### config.mk
export PLATFORM = sky130hd
export DESIGN_NAME = fuzzy_subsequence_scorer
export DESIGN_NICKNAME = d
export VERILOG_FILES = /design/src/design/fss_pkg.sv /design/src/design/fuzzy_subsequence_scorer.sv
export SDC_FILE = /design/constraint.sdc
export NUM_CORES = 1
export LEC_CHECK = 0
export BUFFER_PORTS_ARGS = -buffer_cell sky130_fd_sc_hd__buf_2
export CAP_MARGIN = 20
export CORE_AREA = 2 2 188 153
export CTS_BUF_LIST = sky130_fd_sc_hd__clkbuf_8
export DETAILED_ROUTE_END_ITERATION = 12
export DIE_AREA = 0 0 190 155
export PLACE_DENSITY = 0.78
export SYNTH_ARGS = -nofsm -noshare
export SYNTH_HDL_FRONTEND = slang
export SYNTH_SLANG_ARGS = --single-unit
### constraint.sdc
create_clock -name clk -period 17.86 [get_ports clk]
set_input_delay 2.679 -clock clk [delete_from_list [all_inputs] [get_ports clk]]
set_output_delay 2.679 -clock clk [all_outputs]
set_load 0.005 [all_outputs]
### src/design/fss_pkg.sv
// Shared types and constants for the fuzzy subsequence scorer.
package fss_pkg;

  localparam int CHAR_W      = 16;
  localparam int TERM_LEN_W  = 5;
  localparam int CFG_W       = 64;
  localparam int CFG_IDX_W   = 3;
  localparam int TERM_CHARS  = 16;
  localparam int CHARS_PER_W = 4;
  localparam int SCORE_W     = 9;
  localparam int RUN_W       = 8;
  localparam int KIND_W      = 3;

  localparam logic [CFG_IDX_W-1:0] CFG_TERM_LEN = 3'd0;
  localparam logic [CFG_IDX_W-1:0] CFG_WORD_0   = 3'd1;
  localparam logic [CFG_IDX_W-1:0] CFG_WORD_1   = 3'd2;
  localparam logic [CFG_IDX_W-1:0] CFG_WORD_2   = 3'd3;
  localparam logic [CFG_IDX_W-1:0] CFG_WORD_3   = 3'd4;

  localparam logic [KIND_W-1:0] KIND_TITLE    = 3'd0;
  localparam logic [KIND_W-1:0] KIND_PLACE    = 3'd1;
  localparam logic [KIND_W-1:0] KIND_CATEGORY = 3'd2;
  localparam logic [KIND_W-1:0] KIND_HARNESS  = 3'd3;
  localparam logic [KIND_W-1:0] KIND_MACHINE  = 3'd4;
  localparam logic [KIND_W-1:0] KIND_SCREEN   = 3'd5;

  localparam logic [RUN_W-1:0]   PTS_LETTER   = 8'd1;
  localparam logic [RUN_W-1:0]   PTS_BOUNDARY = 8'd8;
  localparam logic [RUN_W-1:0]   PTS_CHAIN    = 8'd6;
  localparam logic [SCORE_W-1:0] PTS_PREFIX   = 9'd10;
  localparam logic [SCORE_W-1:0] PTS_SUBSTR   = 9'd6;
  localparam logic [SCORE_W-1:0] PTS_SCREEN   = 9'd4;

  typedef struct packed {
    logic [CHAR_W-1:0] ch;
    logic [KIND_W-1:0] field_kind;
    logic              last;
  } in_item_t;

  typedef struct packed {
    logic               matched;
    logic [SCORE_W-1:0] score;
  } out_item_t;

  function automatic logic [SCORE_W-1:0] field_bonus(input logic [KIND_W-1:0] kind);
    logic [SCORE_W-1:0] b;
    b = '0;
    unique case (kind)
      KIND_TITLE:    b = 9'd12;
      KIND_PLACE:    b = 9'd6;
      KIND_CATEGORY: b = 9'd6;
      KIND_HARNESS:  b = 9'd4;
      KIND_MACHINE:  b = 9'd6;
      default:       b = '0;
    endcase
    return b;
  endfunction

  function automatic logic is_separator(input logic [CHAR_W-1:0] c);
    return (c == 16'h002F) || (c == 16'h002D) || (c == 16'h005F) ||
           (c == 16'h002E) || (c == 16'h0020) || (c == 16'h003A) ||
           (c == 16'h007E);
  endfunction

endpackage

### src/design/fuzzy_subsequence_scorer.sv
// Fuzzy subsequence scorer: streams text characters against a configured term.
//
//   channel  dir  handshake            payload
//   in_      in   in_valid/in_ready    in_data  (ch, field_kind, last)
//   out_     out  out_valid/out_ready  out_data (matched, score)
//   cfg_     in   cfg_we               cfg_idx, cfg_wdata
//
// One character per cycle while in_ready is high; the result of a text is shown
// in the cycle after its last character is taken, held in the output register.
// in_ready drops only while a result sits unread and out_ready is low.
// Substring and prefix hits come from a shift-and vector, one bit per term letter.
// Reset (synchronous) sets term_len to 1, clears the term and all text state.
module fuzzy_subsequence_scorer #(
  parameter int MAX_TERM = 16
) (
  input  logic                              clk,
  input  logic                              rst_n,
  input  logic                              in_valid,
  output logic                              in_ready,
  input  fss_pkg::in_item_t                 in_data,
  output logic                              out_valid,
  input  logic                              out_ready,
  output fss_pkg::out_item_t                out_data,
  input  logic                              cfg_we,
  input  logic [fss_pkg::CFG_IDX_W-1:0]     cfg_idx,
  input  logic [fss_pkg::CFG_W-1:0]         cfg_wdata
);
  import fss_pkg::*;

  localparam int SEEN_W = $clog2(MAX_TERM + 1);

  // configuration
  logic [TERM_LEN_W-1:0] term_len_r;
  logic [CFG_W-1:0]      term_word_r [CHARS_PER_W];
  logic [CHAR_W-1:0]     term_chars  [TERM_CHARS];

  // per-text state
  logic [TERM_LEN_W-1:0] letters_r, letters_nxt;
  logic [RUN_W-1:0]      run_r, run_nxt;
  logic                  boost_r, boost_nxt;   // text start or after a separator
  logic                  chain_r, chain_nxt;   // previous character was a matched letter
  logic [MAX_TERM-1:0]   seq_r, seq_nxt;       // seq[j]: term[0..j] ends at this char
  logic [SEEN_W-1:0]     seen_r, seen_nxt;
  logic                  prefix_r, prefix_nxt;
  logic                  substr_r, substr_nxt;

  // output register
  logic                  out_valid_r, out_valid_nxt;
  out_item_t             out_data_r, out_data_nxt;

  logic                  in_accept;
  logic [TERM_LEN_W-1:0] eff_len;
  logic                  len_nz;
  logic [MAX_TERM-1:0]   eq;
  logic                  cur_eq;
  logic                  letter_hit;
  logic [RUN_W-1:0]      add;
  logic [TERM_LEN_W-1:0] upd_letters;
  logic [RUN_W-1:0]      upd_run;
  logic [MAX_TERM-1:0]   upd_seq;
  logic                  win_hit;
  logic                  upd_prefix;
  logic                  upd_substr;
  logic [SEEN_W-1:0]     upd_seen;
  logic [SCORE_W-1:0]    tail_bonus;
  out_item_t             result;

  assign in_ready  = !out_valid_r || out_ready;
  assign in_accept = in_valid && in_ready;
  assign out_valid = out_valid_r;
  assign out_data  = out_data_r;

  always_comb begin
    for (int i = 0; i < TERM_CHARS; i++) begin
      term_chars[i] = term_word_r[i / CHARS_PER_W][(i % CHARS_PER_W) * CHAR_W +: CHAR_W];
    end
  end

  always_comb begin
    if (32'(term_len_r) > MAX_TERM) begin
      eff_len = TERM_LEN_W'(MAX_TERM);
    end else begin
      eff_len = term_len_r;
    end
    len_nz = (eff_len != '0);

    // letters past the configured words compare against code unit zero
    for (int j = 0; j < MAX_TERM; j++) begin
      if (j < TERM_CHARS) begin
        eq[j] = (in_data.ch == term_chars[j % TERM_CHARS]);
      end else begin
        eq[j] = (in_data.ch == '0);
      end
    end

    cur_eq = 1'b0;
    for (int j = 0; j < MAX_TERM; j++) begin
      if (32'(letters_r) == j) begin
        cur_eq = eq[j];
      end
    end
    letter_hit = len_nz && (letters_r < eff_len) && cur_eq;

    add = PTS_LETTER + (boost_r ? PTS_BOUNDARY : '0) + (chain_r ? PTS_CHAIN : '0);
    upd_run     = letter_hit ? run_r + add : run_r;
    upd_letters = letter_hit ? letters_r + 1'b1 : letters_r;

    upd_seq[0] = eq[0];
    for (int j = 1; j < MAX_TERM; j++) begin
      upd_seq[j] = seq_r[j-1] && eq[j];
    end

    win_hit = 1'b0;
    for (int j = 0; j < MAX_TERM; j++) begin
      if (32'(eff_len) == j + 1) begin
        win_hit = upd_seq[j];
      end
    end

    upd_seen   = (32'(seen_r) < MAX_TERM) ? seen_r + 1'b1 : seen_r;
    upd_substr = substr_r || win_hit;
    upd_prefix = prefix_r || (win_hit && (32'(seen_r) + 1 == 32'(eff_len)));

    if (upd_prefix) begin
      tail_bonus = PTS_PREFIX;
    end else if (upd_substr) begin
      tail_bonus = PTS_SUBSTR;
    end else begin
      tail_bonus = '0;
    end

    result = '0;
    if (len_nz) begin
      if (in_data.field_kind == KIND_SCREEN) begin
        if (upd_substr) begin
          result.matched = 1'b1;
          result.score   = PTS_SCREEN + SCORE_W'(eff_len);
        end
      end else if ((in_data.field_kind < KIND_SCREEN) && (upd_letters == eff_len)) begin
        result.matched = 1'b1;
        result.score   = SCORE_W'(upd_run) + tail_bonus + field_bonus(in_data.field_kind);
      end
    end

    // the last character of a text returns all text state to its start values
    if (in_data.last) begin
      letters_nxt = '0;
      run_nxt     = '0;
      boost_nxt   = 1'b1;
      chain_nxt   = 1'b0;
      seq_nxt     = '0;
      seen_nxt    = '0;
      prefix_nxt  = 1'b0;
      substr_nxt  = 1'b0;
    end else begin
      letters_nxt = upd_letters;
      run_nxt     = upd_run;
      boost_nxt   = is_separator(in_data.ch);
      chain_nxt   = letter_hit;
      seq_nxt     = upd_seq;
      seen_nxt    = upd_seen;
      prefix_nxt  = upd_prefix;
      substr_nxt  = upd_substr;
    end

    out_valid_nxt = out_valid_r && !out_ready;
    out_data_nxt  = out_data_r;
    if (in_accept && in_data.last) begin
      out_valid_nxt = 1'b1;
      out_data_nxt  = result;
    end
  end

  always_ff @(posedge clk) begin
    if (!rst_n) begin
      term_len_r <= TERM_LEN_W'(1);
      for (int i = 0; i < CHARS_PER_W; i++) begin
        term_word_r[i] <= '0;
      end
    end else if (cfg_we) begin
      unique case (cfg_idx)
        CFG_TERM_LEN: term_len_r     <= cfg_wdata[TERM_LEN_W-1:0];
        CFG_WORD_0:   term_word_r[0] <= cfg_wdata;
        CFG_WORD_1:   term_word_r[1] <= cfg_wdata;
        CFG_WORD_2:   term_word_r[2] <= cfg_wdata;
        CFG_WORD_3:   term_word_r[3] <= cfg_wdata;
        default: ;
      endcase
    end
  end

  always_ff @(posedge clk) begin
    if (!rst_n) begin
      letters_r   <= '0;
      run_r       <= '0;
      boost_r     <= 1'b1;
      chain_r     <= 1'b0;
      seq_r       <= '0;
      seen_r      <= '0;
      prefix_r    <= 1'b0;
      substr_r    <= 1'b0;
      out_valid_r <= 1'b0;
    end else begin
      if (in_accept) begin
        letters_r <= letters_nxt;
        run_r     <= run_nxt;
        boost_r   <= boost_nxt;
        chain_r   <= chain_nxt;
        seq_r     <= seq_nxt;
        seen_r    <= seen_nxt;
        prefix_r  <= prefix_nxt;
        substr_r  <= substr_nxt;
      end
      out_valid_r <= out_valid_nxt;
    end
  end

  always_ff @(posedge clk) begin
    out_data_r <= out_data_nxt;
  end

endmodule
==> flow_summary.ini <==
[clock_network]
cts_tree = yes
htreeDepth = 2
clock-sinks = 309
ctsResizeCount = 0
root_buffer = clkbuf_8
cts_buffers = 51
clk_pin_slew_ps = 60
worstSkewPairLatency_ps = 580
holdBufCountCts = 0
cts_setup_buffers = 0
clk_path_buf_depth = 3

[detailed_routing]
drc = 0
vias = 10800
firstDrtPassIters = 6
wl_mm = 42.1
viasPerCell = 5.86
routedWlPerCell_um = 22.7
antenna_left = 0
dr.first_iter.drc_count = 1374

[final_layout]
multi_input_comb_area_um2 = 6830
layout.nets = 1564
fill_cells = 2148
regArea_um2 = 8850
area_growth_pct = 8.94
diodes = 0
layout_commonest_cell = xnor2_1
layout-drive-gt1-share_pct = 13.2
final_cell_mix = 271 x xnor2_1, 266 x edfxtp_1, 263 x and2_1

[sta]
fin_crit_ps = 7660
setup_violations = 0
fin_crit_sh_pct = 42.9
max_freq_mhz = 130
rsz0062_at_grt = false
drv_slew = 0
relSlewSlack_pct = 18.5
finalHoldViolations = 0
fin_hold_ws_ps = 493
worst_pin_slew_ps = 1210
tns_ps = 0
clock-skew-final_ps = 22.5

[global_route]
antenna_found_initial = 0
grt_overflow_total = 0
gr-usage-all-layers_pct = 29.0
grt_pass1_vias = 10600
grt_pass1_wl_mm = 63.9
grt_max_degree = 65

[power]
comb_power_share_pct = 10.1
p_int_w = 0.00119
p_switching_w = 0.000398
p_clk_share_pct = 36.4
pwr-share-seq_pct = 53.5
switching_share_pct = 25.1
peakVddDrop_mv = 0.0553
powerDensity_nw_per_um2 = 89.3
leakagePower_nw = 6.18

[worst_setup_path]
critPathTopFamily = simple AND/OR/NAND/NOR gates
cp_max_fo = 23
rr_startpoint = term_len_r[4]
worstSetupPathType = in2reg
reg2reg_depth = 19
crit_path_end_kind = flip-flop
start_kind = input pin
cpPeakStageDelay_ps = 1030
cp_data_arrival_time_ps = 8000
critical_path_required_ps = 18190
slowest_stage = nor4_1
timing.rr.end = out_data[6]
startpoint = in_data[8]
rrSetupSlack_ps = 12340
path_cells = buf_2 > xnor2_1 > nand4_1 > nor4_1 > a22oi_1 > a21oi_1 > or3_1 > and2_4 > mux2_2 > fa_1 > ha_1 > fa_1 > a21oi_1 > a311oi_1 > a31oi_2 > xnor2_1 > nor2_1
critPathBufInv = 1

[die]
fp.dieH_um = 155
ios = 104
die_x_um = 190
coreArea_um2 = 27700
start_util_pct = 58.7
dieArea_um2 = 29500
rows = 55

[synth]
synth-edff-count = 266
seq_area_frac_synth_pct = 54.4
yosys.area.top_type = edfxtp_1
synth.area.top_cells = edfxtp_1 49%, xnor2_1 15%, and2_1 10%
synth_cell_types = 71
synthArstFlopShare_pct = 0
syn_nets = 1477
synth_ff_type = edfxtp_1
yosysWarnings = 0
netlist_instances = 1360
avgSynthCellArea_um2 = 12.0
synth_top_area_share_pct = 49.1
ys_ff_latch = 309
synthesis.area_um2 = 16300

[worst_hold_path]
whs_endpoint = seq_r[14]
hold_depth = 2
hold_class = reg2reg
worstHoldStart = seq_r[14]

[placed_design]
port_buffers = 103
gp_congestion = 0.920
hpwl_mm = 26.9

[run]
cap_viol_max_count = 0

[run_status]
status = complete, no violations
final cells by class:
| class | instances | area share (%) |
|---|---|---|
| multi-input combinational | 950 | 38.5 |
| clock inverter | 30 | 0.854 |
| timing repair buffer | 114 | 3.37 |
| sequential | 309 | 49.9 |
| clock buffer | 55 | 4.27 |
| tap | 370 | 2.61 |
| inverter | 21 | 0.445 |
synthesized netlist by cell type, drive strengths merged (3+ instances only):
cell    number
nor4        21
o21bai       3
o21ai       24
mux2i        5
and3         7
edfxtp     266
nand4       74
nand3       16
nor2        57
xnor2      272
a22oi        6
clkbuf      43
a22o         3
nand2       33
a32oi        8
nor3b        3
buf         37
o31ai        3
nand2b       5
nor3        10
a221oi       4
xor2         8
nand3b       3
or3          5
dfxtp       43
ha          20
o22ai        4
and2       265
nor2b        5
a21o         3
o21a         5
a21oi       37
inv         20
fa           5
a211oi       6
worst register-to-register path, cell delays in order, from the launching register on:
cell	delay, ps
dfxtp_1	650
clkinv_1	430
nand2_1	350
inv_1	180
ha_1	320
o2bb2ai_1	160
a221oi_1	340
o21ai_1	150
a21oi_1	170
o21bai_1	170
or2_2	340
fa_1	510
inv_1	40
ha_1	220
fa_1	420
a21oi_1	210
a311oi_1	90
a31oi_2	280
xnor2_1	160
nor2_1	60
through the flow:
stage | std cells | area, um2 | total power (W) | utilization, % | setup slack (ps)
after CTS | 1849 | 17700 | 0.00159 | 63.9 | 10330
after floorplan | 1360 | 16300 | 0.000969 | - | 9810
after global routing | 1849 | 17700 | 0.00164 | 63.9 | 9990
after global placement | 1764 | 16800 | 0.00102 | 60.6 | 9910
final | 1849 | 17700 | 0.00158 | 63.9 | 10200
after detailed placement | 1764 | 16800 | 0.00102 | 60.6 | 9720
worst max-delay path by stage:
stage,to,slack [ps],cells after the start
final,out_data[6],10200,17
after global routing,out_data[6],9990,17
after CTS,out_data[6],10330,17
after detailed placement,out_data[6],9720,17
after global placement,out_data[6],9910,19
after floorplan,term_word_r[0][0],9810,2
state kept, by name (all words and copies together), names as in the netlist:
signal	flops
prefix_r	1
term_len_r	5
run_r	8
boost_r	1
substr_r	1
out_data	10
letters_r	5
seen_r	5
chain_r	1
out_valid	1
term_word_r	256
seq_r	15
layer usage:
layer | vias to the layer above | wire (um) | track usage, %
li1 | 4947 | - | -
met1 | 5288 | 18600 | 43.7
met2 | 552 | 18600 | 42.9
met3 | 53 | 4250 | 6.25
met4 | 0 | 645 | 7.09
met5 | - | 0 | 0
power groups by stage:
stage	combinational (W)	sequential, W	clock [W]
detailed placement	0.000158	0.000862	0
floorplan	0.000111	0.000858	0
finish	0.000160	0.000847	0.000576
CTS	0.000159	0.000847	0.000583
global placement	0.000155	0.000861	0
global route	0.000172	0.000851	0.000615
kinds of logic (layout without fill, tap and decap cells):
group	after synthesis	in the layout	share of synthesized area, %
simple gates	512	512	18.6
flops	309	309	54.4
xor+xnor	281	281	15.3
compound gates	124	124	5.03
buf+inv	101	220	3.98
fa+ha+maj	25	25	2.15
mux	8	8	0.584
Power figures use the tool's default switching activity.
